### src/design/iddt_pkg.sv
// shared constants and types for the indent/dedent token tracker
`default_nettype none
package iddt_pkg;

  localparam int STACK_DEPTH = 256;
  localparam int ADDR_W      = $clog2(STACK_DEPTH);
  localparam int CNT_W       = $clog2(STACK_DEPTH + 1);
  localparam int IND_W       = 16;
  localparam int KIND_W      = 2;

  typedef enum logic [KIND_W-1:0] {
    KIND_NEWLINE = 2'd0,
    KIND_INDENT  = 2'd1,
    KIND_DEDENT  = 2'd2
  } kind_t;

  // result of one pass through the shared indent comparator
  typedef struct packed {
    logic gt;
    logic lt;
  } cmp_res_t;

endpackage
`default_nettype wire

### src/design/iddt_cmp.sv
// shared indent comparator used for the top check and the dedent walk
`default_nettype none
module iddt_cmp (
  input  wire logic [iddt_pkg::IND_W-1:0] ind,
  input  wire logic [iddt_pkg::IND_W-1:0] entry,
  output iddt_pkg::cmp_res_t              res
);

  always_comb begin
    res.gt = (ind > entry);
    res.lt = (ind < entry);
  end

endmodule
`default_nettype wire

### config.mk
export PLATFORM = sky130hd
export DESIGN_NAME = iddt_cmp
export DESIGN_NICKNAME = d
export VERILOG_FILES = /design/src/design/iddt_pkg.sv /design/src/design/iddt_cmp.sv
export SDC_FILE = /design/constraint.sdc
export NUM_CORES = 1
export LEC_CHECK = 0
export BUFFER_PORTS_ARGS = -buffer_cell sky130_fd_sc_hd__buf_2
export CAP_MARGIN = 20
export CORE_AREA = 8 8 45 47
export DETAILED_ROUTE_END_ITERATION = 10
export DIE_AREA = 0 0 53 55
export GPL_ROUTABILITY_DRIVEN = 0
export PLACE_DENSITY = 0.66
export SYNTH_ARGS = -nofsm -noshare
export SYNTH_HDL_FRONTEND = slang
export SYNTH_SLANG_ARGS = --single-unit
### constraint.sdc
create_clock -name vclk -period 3.35
set_input_delay 1.005 -clock vclk [all_inputs]
set_output_delay 1.005 -clock vclk [all_outputs]
set_load 0.05 [all_outputs]
Word level (Yosys, flattened, before mapping). Index checks and enable logic that the tools add are counted.

Memories kept: 0. Bits in read-only memories: 0. Latch bits: 0. Input bits: 32. Memory bits (writable): 0. Bits in registers: 0. Output and inout bits: 2.

Mux-type cells: 0. Multipliers: 0. Add/sub/neg operators: 0. Divide/modulo/power cells: 0. Reductions and logical operators: 0. Equal/unequal tests: 0. $lt $le $gt $ge: 2. Bitwise logic cells: 0. Shift-type cells: 0.

Operators with widths (number): $gt 16x16->1 (1); $lt 16x16->1 (1).

Logic depth before layout (Yosys ltp).
Depth after elaboration: 1. Mapped depth: 7. Mapped depth without buffers: 7.

Least setup slack after synthesis. OpenSTA, ideal clock, no wires.

Kind: input-to-output. Start: input port entry[5] in the netlist's numbering. End: output port res[0] in the netlist's numbering. Slack: -0.459 ns. Buffers on the path: 0. Arrival: 2.804 ns. Cell stages on the path: 6. Cells stage by stage: inv_1 -> ha_1 -> a21oi_1 -> o21ai_1 -> a22o_1 -> nor3_1.

RTL lines: start, declared (RTL line iddt_cmp.sv:5) `input wire logic [iddt_pkg::IND_W-1:0] entry,`; end, declared (RTL line iddt_cmp.sv:6) `output iddt_pkg::cmp_res_t res`.

==> results.ini <==
[sta]
whs_ns = 2.608
final_hold_viol_count = 0
rsz0062_at_grt = yes
slew_headroom_pct = 83.19
drv_slew = 0
clock.fmax_ghz = 0.3034
fin_crit_ns = 3.296
min_period_over_period_pct = 98.39
setup_viol = 0
worstMarginPinSlew_ns = 0.2538

[pwr]
power_leakage_nw = 0.4405
p_int_w = 0.00006891
ir_worst_vdd_mv = 0.08359
switchingPower_w = 0.00006335
powerDensity_nw_per_um2 = 143.2
p_seq_share_pct = 0
p_sw_share_pct = 47.90
pwr-share-comb_pct = 100.0
p_clk_share_pct = 0

[layout]
antenna_cells = 0
layout.area.seq_um2 = 0
multi_input_area_um2 = 580.6
final_layout_size_suffix_gt1_share_pct = 73.47
layout_commonest_cell = buf_2
design_area_um2 = 923.4
syn_to_final_growth_pct = 114.5
layout_common_cells = buf_2, ha_4, inv_1, buf_6
fillCellCount = 107
seq_cells = 0
n_clock_buffer = 0
nNetsFinal = 148

[grt]
grt_pass1_wl_um = 1938
antenna_found_initial = 0
grt_usage_pct = 7.956
grt_pass1_vias = 503
grt_max_degree = 4
grt-ovfl-total = 0

[run]
maxCapViolCount = 0

[synthesis]
synth_top_cell_by_area = ha_1
ys_seq_area_share_pct = 0
syn_nets = 108
synth_area_per_cell_um2 = 7.174
synth_top_cell_area_share_pct = 46.51
netlist_area_um2 = 430.4
synth_warnings = 0
synthCells = 60
synth.area.top_cells = ha_1, inv_1, a21oi_1, nand2_1, nand4_4
synth_cell_type_count = 15

[routing]
drt-vias-per-instance = 4.746
drc = 0
ant_nets = 0
dr.pass1.iters = 2
drt-initial-drc-count = 3
wl_per_cell_um = 12.42
vias = 541
wirelength_um = 1416

[die]
fp.dieArea_um2 = 2915
die_h_um = 55
io_pins = 34
row_count = 14
core_area_um2 = 1384
die_w_um = 53
initial_core_util_pct = 31.10

[clock_tree]
hold_buffers = 0
post_cts_buffers = 0

[setup_path]
cp_max_fo = 2
cp_slowest_cell = o31a_2
crit_required_ns = 2.34
crit_path_cell_trace = buf_2, inv_2, ha_4, a21oi_2, o21ai_1, a22o_1, o31a_2, buf_8
cpLargestDelayFamily = compound AO/OA/AOI/OAI gates
path_buf_inv = 3
startpoint_type = input port
critical-path-max-stage-delay_ns = 0.34
arrival_ns = 2.29
cp-end-kind = output port
path_class = input port to output port

[place]
placed_area_um2 = 656.9
place_hpwl_um = 1067
port_buffers = 34

[hold_path]
hp-class = input port to output port

[outcome]
status = complete, no violations

tightest hold or removal path: stages:
cell and delay (ns):
buf_6 0.07, ha_4 0.10, a21oi_1 0.06, o21ai_1 0.11
nor3_2 0.05, buf_2 0.20
per-layer routing:
metal | track usage, % | wire [um]
met1 | 10.41 | 513
met2 | 13.67 | 777
met3 | 1.872 | 125
met4 | 0 | 0
met5 | 0 | 0
repair_timing:
| action | 4_1_cts | 5_1_grt |
|---|---|---|
| pin swaps | 5 | 13 |
| gates resized for setup | 8 | 36 |
| setup endpoints to repair | 2 | 2 |
power groups by stage:
stage	registers (W)	clock network (W)	logic [W]
after floorplan	0	0	0.0000526
after global placement	0	0	0.0000830
after detailed placement	0	0	0.0000852
after CTS	0	0	0.0000957
after global routing	0	0	0.000146
final	0	0	0.000132
path summary, 6_finish.rpt:
path	start	endpoint	slack, ns	depth (start not counted)
max	entry[5]	res[1]	0.05	8
min	ind[14]	res[0]	2.61	6
logic make-up (layout without fill, tap and decap cells):
logic type / Yosys count / after routing / synth area share [%]
buffers and inverters: 17 / 55 / 14.83
adder cells (fa/ha/maj): 16 / 16 / 46.51
AO/OA/AOI/OAI: 14 / 14 / 18.61
AND/OR/NAND/NOR: 13 / 13 / 20.06
final cells by class:
| class | count | share of cell area, % |
|---|---|---|
| well taps | 16 | 2.168 |
| repair buffers | 38 | 27.51 |
| multi-input cells | 43 | 62.87 |
| inverters | 17 | 7.453 |
through the flow:
step / std cells / total power, W / utilization (%) / setup slack [ns] / setup TNS, ns
global placement: 114 / 0.00008303 / 47.47 / -0.1094 / -0.1094
CTS: 114 / 0.00009568 / 50.81 / 0.002715 / 0
finish: 114 / 0.0001323 / 66.73 / 0.05388 / 0
detailed placement: 114 / 0.00008516 / 47.47 / -0.1483 / -0.1681
floorplan: 60 / 0.00005261 / - / -0.04140 / -0.04140
global route: 114 / 0.0001458 / 66.73 / -0.01984 / -0.01984
cells in the mapped netlist, drive strengths merged:
cell type	instances
nand2	6
ha	16
nor2	2
nor4	1
o21ai	3
o31a	1
nand4	2
a21oi	8
nand3	1
a21o	1
inv	17
nor3	1
a22o	1
(Power assumes the default switching activity.)
