## src/design/iddt_ram.sv

```systemverilog
// generic single write port ram with registered read
`default_nettype none
module iddt_ram #(
  parameter int WIDTH = 16,
  parameter int DEPTH = 256
) (
  input  wire logic                     clk,
  input  wire logic                     we,
  input  wire logic [$clog2(DEPTH)-1:0] waddr,
  input  wire logic [WIDTH-1:0]         wdata,
  input  wire logic [$clog2(DEPTH)-1:0] raddr,
  output logic      [WIDTH-1:0]         rdata
);

  logic [WIDTH-1:0] mem [DEPTH];

  always_ff @(posedge clk) begin
    if (we) begin
      mem[waddr] <= wdata;
    end
    rdata <= mem[raddr];
  end

endmodule
`default_nettype wire

```

## config.mk

```make
export PLATFORM = sky130hd
export DESIGN_NAME = iddt_ram
export DESIGN_NICKNAME = d
export VERILOG_FILES = /design/src/design/iddt_ram.sv
export SDC_FILE = /design/constraint.sdc
export NUM_CORES = 2
export LEC_CHECK = 0
export ABC_AREA = 0
export BUFFER_PORTS_ARGS = -buffer_cell sky130_fd_sc_hd__buf_2
export CAP_MARGIN = 15
export CELL_PAD_IN_SITES_DETAIL_PLACEMENT = 1
export CELL_PAD_IN_SITES_GLOBAL_PLACEMENT = 1
export CORE_MARGIN = 4
export CORE_UTILIZATION = 45
export DETAILED_ROUTE_END_ITERATION = 6
export PLACE_DENSITY_LB_ADDON = 0.1
export SLEW_MARGIN = 10
export SYNTH_ARGS = -nofsm -noshare
export SYNTH_HDL_FRONTEND = slang
export SYNTH_SLANG_ARGS = --single-unit
```

## constraint.sdc

```tcl
create_clock -name clk -period 5.59 [get_ports clk]
set_input_delay 0.559 -clock clk [delete_from_list [all_inputs] [get_ports clk]]
set_output_delay 0.559 -clock clk [all_outputs]
set_load 0.1 [all_outputs]
```

---- Yosys cells after proc, flatten, opt, wreduce, memory -nomap -nowiden ----
Memory sizes are Yosys's and may differ from the RTL's. A register that Yosys moved wholly into a read port is not among the register bits.
Cells that the tools add are included.
operators by class
  muxes and demuxes ....................... 2
operators by type and width
  operator           count
  two-way mux 1 bit  2
storage, ports and cells
  register bits ........................... 0
  bits in writable memories ............... 4096
  bits of input ports ..................... 34
  output and inout port bits .............. 16
  logic and storage cells ................. 3
  memories ................................ 1
memories
  name  words  width  read ports  clocked after memory_dff  write ports  line  source
  mem   256    16     1           1                         1            15    logic [WIDTH-1:0] mem [DEPTH];

---- Logic depth before layout (Yosys ltp) ----
  depth after elaboration ................. 2
  depth in mapped cells ................... 12
  mapped depth without buffers ............ 6

---- Worst setup path after synthesis ----
No wires, ideal clock.
  path kind ............................... in2reg
  start ................................... input port waddr[3]
  end ..................................... memory mem[235][0], enable pin
  library setup time ...................... 388 ps
  data arrival time ....................... 2336 ps
  slack ................................... 2866 ps
  stages on the path ...................... 6
  buffers on the path ..................... 3
  cell sequence ........................... clkbuf_1 -> nor2b_1 -> clkbuf_1 -> nand4_1 -> clkbuf_1 -> nor2_1
RTL lines
  item                line  source
  start: declaration  9     input wire logic [$clog2(DEPTH)-1:0] waddr,
  end: declaration    15
Straight into the memory's write port.

==> results.yml <==
routing:
  wl_per_cell_um: 37.05
  drc: 0
  dr_wl_met2_um: 225000
  met1Wirelength_um: 202800
  vias: 80410
  antenna_left: 0
  vias_per_cell: 6.254
  drtIter0Drc: 10270
  wl_met3_um: 35980
  highest_layer: "met5"
  routed_wl_um: 476400
  firstDrtPassIters: 5
finish:
  drive_gt1_share_pct: 26.45
  syn2layout_area_growth_pct: 14.07
  nets: 7918
  utilization_pct: 51.69
logic_synthesis:
  yosysTopAreaCellShare_pct: 77.50
  synth-async-reset-ratio_pct: 0
  synth_seq_area_share_pct: 77.70
  synth.area.top_cells: "edfxtp_1, mux4_2, mux2i_1"
  synth_top_area_cell: "edfxtp_1"
  synth_edf_count: 4096
  synth_cells: 7360
  ys_ff_latch: 4112
  synthTopCellsByCount: "edfxtp_1, mux4_2, mux2i_1"
  syn-num-nets: 7394
  synth.avg_cell_area_um2: 21.56
  yosysMostFrequentCell: "edfxtp_1"
  ys_warn_count: 0
  synth_cell_types: 52
  netlist_area_um2: 158700
  ys.flop_type: "edfxtp_1"
timing:
  fin_setup_tns_ns: 0
  worst_slew_pin_slew_ns: 1.389
  setup_viol: 0
  setup_slack_ns: 1.878
  rsz0062_at_grt: "no"
  clock_skew_ns: 0.04353
  maxSlewHeadroom_pct: 6.678
  period_share_pct: 66.40
  min_period_ns: 3.712
  slew_violations: 0
  hold_viol: 0
  fmax_ghz: 0.2694
clock_network:
  htree_num_levels: 5
  cts_root_buf: "clkbuf_16"
  post_cts_buffers: 0
  tritoncts: "done"
  path_clk_slew_ns: 0.06
  ctsResizeCount: 0
  clk-insertion-delay-late_ns: 0.98
  clockBufferDepth: 4
  cts_made_buffers: 433
  cts_sinks: 4112
  hold_buffers: 5
floorplanning:
  die_y_um: 601.9
  dieWidth_um: 601.9
  start_util_pct: 45.31
  dieArea_um2: 362300
  rows: 217
  core_um2: 350200
  io_pins: 50
critical_path:
  arrival_ns: 4.59
  cp.required_ns: 6.46
  criticalPathCategory: "in2reg"
  startpoint: "raddr[0]"
  worst_r2r_path_depth: 6
  r2r-start: "mem[3][3]$_DFFE_PP_"
  rrSetupSlack_ns: 2.39
  startpoint_type: "input pin"
  reg2reg_to: "rdata[3]$_DFF_P_"
  crit_path_max_fanout: 45
  endpoint_kind: "register"
power_and_ir_drop:
  power.switching_mw: 14.49
  power.internal_mw: 51.46
  seqPwrFrac_pct: 51.7
  pwr-share-comb_pct: 5.3
  switching_share_pct: 21.98
  max-vdd-ir-drop_uv: 281.7
  clkPwrFrac_pct: 43.0
  powerDensity_nw_per_um2: 364.3
  p_leak_nw: 57.37
place:
  port_buffers: 49
  pre_cts_slack_ns: 0.8970
  place_congestion: 0.8204
  dp_hpwl_um: 288600
global_routing:
  antenna_found_initial: 46
  first_global_vias: 82010
  grt_use_total_pct: 25.99
  grt_max_degree: 177
  gr-total-overflow: 0
  grt_pass1_wl_um: 666100
hold_path:
  min_to: "mem[244][8]$_DFFE_PP_"
  min_path_type: "in2reg"
  whs_path_depth: 1
  hp-start: "wdata[8]"
run:
  cap_viol_max_count: 0
run_status:
  status: "finished clean"
-- flip-flops by register name, indices dropped and copies added (netlist names) --
| name | flops |
|---|---|
| rdata | 16 |
| mem | 4096 |
-- logic make-up (layout without fill, tap and decap cells) --
family / Yosys count / after routing / synth area share, %
AO/OA/AOI/OAI: 786 / 786 / 3.537
buffers and inverters: 456 / 1334 / 1.693
flip-flops: 4112 / 4112 / 77.70
multiplexers: 1450 / 1450 / 15.50
other: 0 / 21 / 0
AND/OR/NAND/NOR: 556 / 556 / 1.574
-- worst max-delay path: stages --
cell and delay, ns:
buf_12 0.43, buf_12 0.35, buf_12 0.37, buf_4 0.38, mux2i_1 0.13, o221ai_1 0.30, a21oi_1 0.14, nor2_1 0.54
nand4_1 0.68, nor4_1 0.46
-- per-stage QoR --
step | power (mW) | hold WS, ns | cell area, um^2 | cells
2_1_floorplan | 36.50 | 0.6579 | 158700 | 7360
3_3_place_gp | 38.18 | 0.9845 | 166700 | 12020
6_report | 65.95 | 0.03943 | 181000 | 12860
4_1_cts | 66.52 | 0.004272 | 180800 | 12830
5_1_grt | 67.97 | 0.04321 | 181000 | 12850
3_5_place_dp | 38.24 | 0.9924 | 166900 | 12030
-- placed cells by master, fill, tap and decap left out, drive strengths merged, types with 9 or more instances in the layout --
cell type,Yosys,final
inv,4,18
buf,222,533
nor3,92,92
bufinv,0,41
a22oi,43,43
o21ai,38,38
and3,11,11
o22ai,148,148
clkinv,0,178
mux2i,565,565
nand4,26,26
dfxtp,16,16
nor4,18,18
nand2,38,38
o221ai,253,253
a21oi,175,175
a22o,32,32
a211oi,18,18
o31ai,16,16
o32ai,21,21
mux4,797,797
a221oi,28,28
nor2b,9,9
nand3,35,35
mux2,88,88
nor2,304,304
diode,0,21
edfxtp,4096,4096
clkbuf,230,551
-- power groups by stage --
stage               sequential, mW  combinational (mW)  clock, mW
floorplan                     34.8                1.68          0
finish                        34.1                3.47       28.4
global placement              34.7                3.44          0
global route                  34.1                3.63       30.3
detailed placement            34.7                3.49          0
CTS                           34.1                3.50       28.9
-- final cells by class --
type | instances | area [um^2]
diodes | 21 | 52.55
flip-flops and latches | 4112 | 123300
clock inverters | 240 | 2427
clock buffers | 549 | 11460
repair buffers | 541 | 4855
fillers | 30360 | 169200
inverters | 4 | 27.53
multi-input cells | 2792 | 33160
well taps | 4599 | 5754
-- worst max path at each step --
stage,depth (start not counted),endpoint,slack [ns]
after floorplan,6,mem[235][0]$_DFFE_PP_,2.87
after global placement,8,rdata[9]$_DFF_P_,0.82
after detailed placement,8,rdata[6]$_DFF_P_,0.90
after CTS,8,rdata[6]$_DFF_P_,1.93
final,10,rdata[0]$_DFF_P_,1.88
after global routing,9,rdata[14]$_DFF_P_,1.73
-- layer usage --
layer	track usage (%)	up-vias
met3	4.155	579
met4	6.574	14
li1	-	32390
met1	38.34	44130
met2	40.80	3295
met5	0	-
Note: power is estimated with default switching activity, not from simulation.
